<file path="src/hdl/vint_delta_position_decoder_unit_assert.svh">
// Assertion macros shared by the position decoder RTL.
`ifndef VINT_DELTA_POSITION_DECODER_UNIT_ASSERT_SVH
`define VINT_DELTA_POSITION_DECODER_UNIT_ASSERT_SVH

// Checked at every edge once reset is released.
`define VDPD_ASSERT(label, prop, msg) \
    label: assert property (@(posedge aclk) disable iff (!aresetn) prop) else $error(msg);

// Checked at every edge, reset included.
`define VDPD_ASSERT_ALWAYS(label, prop, msg) \
    label: assert property (@(posedge aclk) prop) else $error(msg);

`endif

</file>
<file path="src/hdl/vdpd_pkg.sv">
// ----------------------------------------------------------------------------
// vdpd_pkg
// Types and codes shared by the VInt delta position decoder.
// ----------------------------------------------------------------------------
package vdpd_pkg;

    // Input beat kinds
    typedef enum logic [1:0] {
        KIND_DOC  = 2'd0,
        KIND_BYTE = 2'd1,
        KIND_END  = 2'd2
    } kind_t;

    // Result error codes
    typedef enum logic [2:0] {
        ERR_NONE  = 3'd0,
        ERR_SHIFT = 3'd1,
        ERR_COUNT = 3'd2,
        ERR_TRUNC = 3'd3,
        ERR_EARLY = 3'd4
    } err_code_t;

    // Byte groups per VInt: the fifth continuation byte is an overflow
    localparam int unsigned GROUP_W   = 3;
    localparam logic [GROUP_W-1:0] LAST_GROUP = 3'd4;

    typedef struct packed {
        logic [1:0]         kind;
        logic signed [31:0] doc_freq;
        logic [7:0]         data_byte;
    } in_beat_t;

    typedef struct packed {
        logic signed [31:0] position;
        logic               doc_last;
        err_code_t          error_code;
    } out_beat_t;

    // Result of one decode step
    typedef struct packed {
        logic      valid;
        out_beat_t beat;
    } step_result_t;

endpackage

</file>
<file path="src/hdl/vdpd_core.sv">
// ----------------------------------------------------------------------------
// vdpd_core
// Decoder state and the combinational update for one input beat.
// ----------------------------------------------------------------------------
module vdpd_core
    import vdpd_pkg::*;
(
    input  logic         aclk,
    input  logic         aresetn,
    input  logic         step,
    input  in_beat_t     beat,
    output step_result_t result
);

`include "vint_delta_position_decoder_unit_assert.svh"

    logic [31:0]        partial_reg, partial_next;
    logic [GROUP_W-1:0] group_reg, group_next;
    logic [31:0]        running_reg, running_next;
    logic [30:0]        owed_reg, owed_next;
    logic               failed_reg, failed_next;

    logic [31:0] shifted;
    logic [31:0] merged;
    logic [31:0] sum;

    // Place the seven value bits at the current group; the last group keeps only the low four
    always_comb begin
        case (group_reg)
            3'd0:    shifted = {25'd0, beat.data_byte[6:0]};
            3'd1:    shifted = {18'd0, beat.data_byte[6:0], 7'd0};
            3'd2:    shifted = {11'd0, beat.data_byte[6:0], 14'd0};
            3'd3:    shifted = {4'd0, beat.data_byte[6:0], 21'd0};
            3'd4:    shifted = {beat.data_byte[3:0], 28'd0};
            default: shifted = 32'd0;
        endcase
    end

    assign merged = partial_reg | shifted;
    assign sum    = running_reg + merged;

    // Next state and result
    always_comb begin
        partial_next = partial_reg;
        group_next   = group_reg;
        running_next = running_reg;
        owed_next    = owed_reg;
        failed_next  = failed_reg;
        result       = '0;

        if (step) begin
            case (beat.kind)
                KIND_END: begin
                    partial_next = '0;
                    group_next   = '0;
                    running_next = '0;
                    owed_next    = '0;
                    failed_next  = 1'b0;
                    if (!failed_reg && owed_reg != '0) begin
                        result.valid           = 1'b1;
                        result.beat.error_code = ERR_TRUNC;
                    end
                end
                KIND_DOC: begin
                    if (!failed_reg) begin
                        if (owed_reg != '0 || beat.doc_freq <= 0) begin
                            failed_next            = 1'b1;
                            owed_next              = '0;
                            partial_next           = '0;
                            group_next             = '0;
                            result.valid           = 1'b1;
                            result.beat.error_code = (owed_reg != '0) ? ERR_EARLY
                                                                       : ERR_COUNT;
                        end else begin
                            owed_next    = beat.doc_freq[30:0];
                            running_next = '0;
                            partial_next = '0;
                            group_next   = '0;
                        end
                    end
                end
                KIND_BYTE: begin
                    if (!failed_reg && owed_reg != '0) begin
                        if (!beat.data_byte[7]) begin
                            // Value complete: accumulate and emit
                            running_next           = sum;
                            partial_next           = '0;
                            group_next             = '0;
                            owed_next              = owed_reg - 31'd1;
                            result.valid           = 1'b1;
                            result.beat.position   = sum;
                            result.beat.doc_last   = (owed_reg == 31'd1);
                            result.beat.error_code = ERR_NONE;
                        end else if (group_reg == LAST_GROUP) begin
                            // Fifth continuation byte
                            failed_next            = 1'b1;
                            owed_next              = '0;
                            partial_next           = '0;
                            group_next             = '0;
                            result.valid           = 1'b1;
                            result.beat.error_code = ERR_SHIFT;
                        end else begin
                            partial_next = merged;
                            group_next   = group_reg + 3'd1;
                        end
                    end
                end
                default: begin
                end
            endcase
        end
    end

    // State registers
    always_ff @(posedge aclk) begin
        if (!aresetn) begin
            partial_reg <= '0;
            group_reg   <= '0;
            running_reg <= '0;
            owed_reg    <= '0;
            failed_reg  <= 1'b0;
        end else begin
            partial_reg <= partial_next;
            group_reg   <= group_next;
            running_reg <= running_next;
            owed_reg    <= owed_next;
            failed_reg  <= failed_next;
        end
    end

    // A failed block owes nothing and holds no partial value
    `VDPD_ASSERT(a_failed_clear, failed_reg |-> (owed_reg == '0 && group_reg == '0), "failed state not cleared")
    // A value in progress only exists while positions are owed
    `VDPD_ASSERT(a_group_owed, (group_reg != '0) |-> (owed_reg != '0), "partial value with nothing owed")
    // Group index never passes the overflow group
    `VDPD_ASSERT(a_group_range, group_reg <= LAST_GROUP, "group index out of range")

endmodule

</file>
<file path="src/hdl/vint_delta_position_decoder_unit.sv">
// ----------------------------------------------------------------------------
// vint_delta_position_decoder_unit
// VInt delta position decoder with registered input and result stages.
// ----------------------------------------------------------------------------
// Accepts one beat per clock and presents its result, if any, on the m_
// channel from the result register, which it reaches through the input register.
// The input register feeds a combinational decode step (shift, OR and 32-bit
// add in vdpd_core) that loads the result register; throughput is one beat
// per cycle, set by that one-step state update, and falls only while the
// result register is held by m_ready low.
module vint_delta_position_decoder_unit
    import vdpd_pkg::*;
(
    input  logic      aclk,
    input  logic      aresetn,
    input  logic      s_valid,
    output logic      s_ready,
    input  in_beat_t  s_data,
    output logic      m_valid,
    input  logic      m_ready,
    output out_beat_t m_data
);

`include "vint_delta_position_decoder_unit_assert.svh"

    logic         in_valid_reg, in_valid_next;
    in_beat_t     in_data_reg;
    logic         out_valid_reg, out_valid_next;
    out_beat_t    out_data_reg;
    logic         step;
    step_result_t result;

    // Decode advances when the result slot is free or being drained
    assign step    = in_valid_reg && (!out_valid_reg || m_ready);
    assign s_ready = !in_valid_reg || step;

    vdpd_core u_core (
        .aclk    (aclk),
        .aresetn (aresetn),
        .step    (step),
        .beat    (in_data_reg),
        .result  (result)
    );

    // Stage valid flags
    always_comb begin
        in_valid_next = in_valid_reg;
        if (s_ready) begin
            in_valid_next = s_valid;
        end
        out_valid_next = out_valid_reg;
        if (step) begin
            out_valid_next = result.valid;
        end else if (m_ready) begin
            out_valid_next = 1'b0;
        end
    end

    always_ff @(posedge aclk) begin
        if (!aresetn) begin
            in_valid_reg  <= 1'b0;
            out_valid_reg <= 1'b0;
        end else begin
            in_valid_reg  <= in_valid_next;
            out_valid_reg <= out_valid_next;
        end
    end

    // Payload registers
    always_ff @(posedge aclk) begin
        if (s_ready && s_valid) begin
            in_data_reg <= s_data;
        end
        if (step && result.valid) begin
            out_data_reg <= result.beat;
        end
    end

    assign m_valid = out_valid_reg;
    assign m_data  = out_data_reg;

    // Accepted beat always lands in the input register
    `VDPD_ASSERT(a_accept_load, (s_valid && s_ready) |=> in_valid_reg, "accepted beat lost")
    // Error results carry no position and no last flag
    `VDPD_ASSERT(a_err_payload, (m_valid && m_data.error_code != ERR_NONE) |-> (m_data.position == 0 && !m_data.doc_last), "error result with payload")
    // A result never overwrites one that was not taken
    `VDPD_ASSERT(a_no_overwrite, (out_valid_reg && !m_ready) |-> !step, "result overwritten")
    // Reset leaves both stages empty
    `VDPD_ASSERT_ALWAYS(a_reset_empty, !aresetn |=> (!in_valid_reg && !out_valid_reg), "stages not empty after reset")

endmodule

</file>
<file path="config.mk">
export PLATFORM = sky130hd
export DESIGN_NAME = vint_delta_position_decoder_unit
export DESIGN_NICKNAME = d
export VERILOG_FILES = /design/src/hdl/vdpd_pkg.sv /design/src/hdl/vdpd_core.sv /design/src/hdl/vint_delta_position_decoder_unit.sv
export VERILOG_INCLUDE_DIRS = /design/src /design/src/hdl
export SDC_FILE = /design/constraint.sdc
export NUM_CORES = 1
export LEC_CHECK = 0
export ABC_AREA = 1
export BUFFER_PORTS_ARGS = -buffer_cell sky130_fd_sc_hd__buf_2
export CORE_MARGIN = 5
export CORE_UTILIZATION = 45
export CTS_CLUSTER_DIAMETER = 40
export DETAILED_ROUTE_END_ITERATION = 16
export GPL_ROUTABILITY_DRIVEN = 0
export SYNTH_ARGS = -nofsm -noshare
export SYNTH_HDL_FRONTEND = slang
export SYNTH_SLANG_ARGS = --single-unit
export TNS_END_PERCENT = 30
</file>
<file path="constraint.sdc">
create_clock -name aclk -period 3.4 [get_ports aclk]
set_input_delay 1.02 -clock aclk [delete_from_list [all_inputs] [get_ports aclk]]
set_output_delay 1.02 -clock aclk [all_outputs]
set_load 0.03 [all_outputs]
</file>
==> run summary <==
status: completed
reg2reg setup slack: 0.37 ns
first-pass GRT wire length: 43000 um
Netlist cell types: 38
via density per instance: 5.06
H-tree levels: 4
register clock-pin slew on the reported worst setup and hold paths: 0.07 ns
Mapped Area: 0.0104 mm2
Fin Clk Skew: 0.0140 ns
drt pass-1 iters: 7
CTS Sinks: 179
endpoint class of the critical path: flip-flop
WL/cell: 14.8 um
Root Buffer: clkbuf_16
CP required: 3.59 ns
largest family of logic cells by synthesized area: simple AND/OR/NAND/NOR gates
FF/Latch Area: 0.00436 mm2
post-synthesis simple-gate area fraction: 30.0%
post-synthesis async set-or-reset flop share: 0%
r2r endpoint: m_data[32]
Adder-Cell Fraction of Synth Area: 4.88%
Slew Limit Fails: 0
vias in the first global route: 8689
antenna cells: 0
peak supply drop: 0.268 mV
area grow syn2layout: 12.0%
register bit total from synthesis: 179
multiplexer area fraction after synthesis: 0%
HP Class: flip-flop to flip-flop
initial antenna violation count: 0
Syn Area/Cell: 7.43 um2
pre-CTS WS: 0.360 ns
final setup fails: 0
unrepaired setup endpoints after global routing: no
crit-path max FO: 8
Via Count: 9012
Mapped Cells: 1401
DR iter-0 viols: 482
Compound-Gate Fraction of Synth Area: 10.8%
nets: 1570
total power: 0.00492 W
DRC Markers: 0
crit path to: m_data[32]
Worst slew margin: 56.3%
fin crit period: 3.03 ns
GRT Total Usage: 20.3%
largest net degree at the start of global routing: 43
Routed Wire Length: 26400 um
max reg flops: 42
xor/xnor share of the synthesized area: 1.77%
Post-synth top flop: dfxtp_1
CTS tree: built
post_cts resized: 0
layout cells sized above 1: 15.4%
WP data arrival: 3.22 ns
LEAKAGE: 5.79 nW
area taken by multi-input logic gates: 0.00494 mm2
CP Class: flip-flop to flip-flop
RR Startpoint: u_core.group_reg[0]
die height: 162 um
Num CTS Buffers: 17
Horiz. Die Dim: 162 um
Row Count: 55
final hold viol count: 0
# IOs: 84
R2R depth: 18
core area: 0.0227 mm2
Cell Count, Final, Fillers Out: 1782
cell total after placement: 1750
postcts setup bufs: 0
worst skew pair latency: 0.44 ns
total congestion overflow: 0
Antenna Nets Post-Route: 0
Initial Util: 45.8%
Net Count, Synth: 1487
Post-CTS Hold Buffers: 0
fill cell count: 2245
EDFF count, synth: 78
sequential area share after synthesis: 42.0%
PortBufs: 83
setup ws final: 0.366 ns
PwrDens: 422 mW/mm2
clk buf depth: 2
Die ar.: 0.0263 mm2
synth warn: 0
Max-Cap Viols: 0
Final Util: 51.3%
Fin Setup TNS: 0 ns
crit path launch type: flip-flop
Least-Margin Pin Slew: 0.655 ns
Post-DP HPWL: 19600 um
Tcrit/Tclk final: 89.2%
fmax: 0.330 GHz
CP startpoint: u_core.group_reg[0]
[critical path, cell delays in order (launching register included)]
cell and delay, ns:
dfxtp_1 0.35, inv_1 0.12, ha_1 0.18, nand2_1 0.17, o21ai_1 0.17, ha_1 0.21, inv_1 0.06, fa_1 0.39
nand3b_1 0.17, nand2_1 0.15, nand2_1 0.08, nand2_1 0.15, nand2_1 0.08, nand2_1 0.16, nand2_1 0.09, nand2_1 0.07
nand2_1 0.04, nand3_1 0.11, inv_1 0.05
[cell families after synthesis]
logic type,Yosys count
adder cells (fa/ha/maj),40
AO/OA/AOI/OAI,194
buffers and inverters,271
AND/OR/NAND/NOR,696
flip-flops,179
XOR/XNOR,21
[cell usage after synthesis (4+ instances only)]
| library cell | count | area share, % |
|---|---|---|
| nand2_1 | 358 | 13 |
| inv_1 | 234 | 8.4 |
| nand3_1 | 117 | 5.6 |
| nor2_1 | 109 | 3.9 |
| dfxtp_1 | 101 | 19 |
| edfxtp_1 | 78 | 23 |
| a21oi_1 | 75 | 3.6 |
| o21ai_0 | 71 | 3.4 |
| ha_1 | 39 | 4.7 |
| nand2_2 | 34 | 2.0 |
| a21oi_2 | 32 | 2.7 |
| nand4_1 | 22 | 1.3 |
| buf_2 | 17 | 0.82 |
| xor2_1 | 17 | 1.4 |
| nor2_2 | 12 | 0.72 |
| nand3b_1 | 10 | 0.72 |
| nor3_1 | 9 | 0.43 |
| clkbuf_1 | 8 | 0.29 |
| nor2_4 | 7 | 0.76 |
| o21ai_1 | 7 | 0.34 |
| inv_2 | 5 | 0.18 |
| o21bai_1 | 5 | 0.36 |
| nand2_4 | 4 | 0.43 |
| xnor2_1 | 4 | 0.34 |
[layout make-up]
class                   instances  area share [%]
clock inverters                14            1.17
well taps                     285            3.06
inverters                     239            7.70
multi-input cells             951            42.4
repair buffers                 96            4.40
clock buffers                  18            3.87
flip-flops and latches        179            37.4
[routing by layer]
layer | wire length, um | GRT usage, % | up-vias
li1 | - | - | 4646
met1 | 11600 | 24.9 | 4099
met2 | 13100 | 36.3 | 225
met3 | 1090 | 3.35 | 42
met4 | 662 | 6.50 | 0
met5 | 0 | 0 | -
[worst min path at each step]
stage                      startpoint                      to  slack [ns]  depth (start not counted)
3_3_place_gp   u_core.partial_reg[31]  u_core.partial_reg[31]        0.42                          2
6_report       u_core.partial_reg[30]  u_core.partial_reg[30]        0.43                          2
4_1_cts        u_core.partial_reg[29]  u_core.partial_reg[29]        0.43                          2
5_1_grt        u_core.partial_reg[30]  u_core.partial_reg[30]        0.45                          2
3_5_place_dp   u_core.partial_reg[29]  u_core.partial_reg[29]        0.42                          2
2_1_floorplan  u_core.partial_reg[28]  u_core.partial_reg[28]        0.41                          2
[power by group]
part	internal, W	switching [W]
clock	0.00102	0.000946
sequential	0.00230	0.0000371
combinational	0.000181	0.000437
total	0.00350	0.00142
[metrics by stage]
step / area, um2 / hold WS (ns)
detailed placement: 11100 / 0.423
global route: 11700 / 0.454
floorplan: 10400 / 0.409
finish: 11700 / 0.432
CTS: 11700 / 0.434
global placement: 11100 / 0.417
[cell usage in the layout, fill, tap and decap left out, types with 3 or more instances in the layout]
master	count
nand2_1	358
inv_1	233
nand3_1	117
nor2_1	109
dfxtp_1	101
buf_2	83
edfxtp_1	78
a21oi_1	75
o21ai_0	70
ha_1	39
nand2_2	34
a21oi_2	32
nand4_1	22
clkbuf_16	18
xor2_1	17
buf_4	13
nor2_2	12
nand3b_1	10
nor3_1	9
o21ai_1	8
nor2_4	7
inv_2	6
o21bai_1	5
inv_6	5
nand2_4	4
xnor2_1	4
and2_1	3
nand3_2	3
or2_2	3
inv_8	3
No activity file was read; power rests on OpenSTA's default activity.
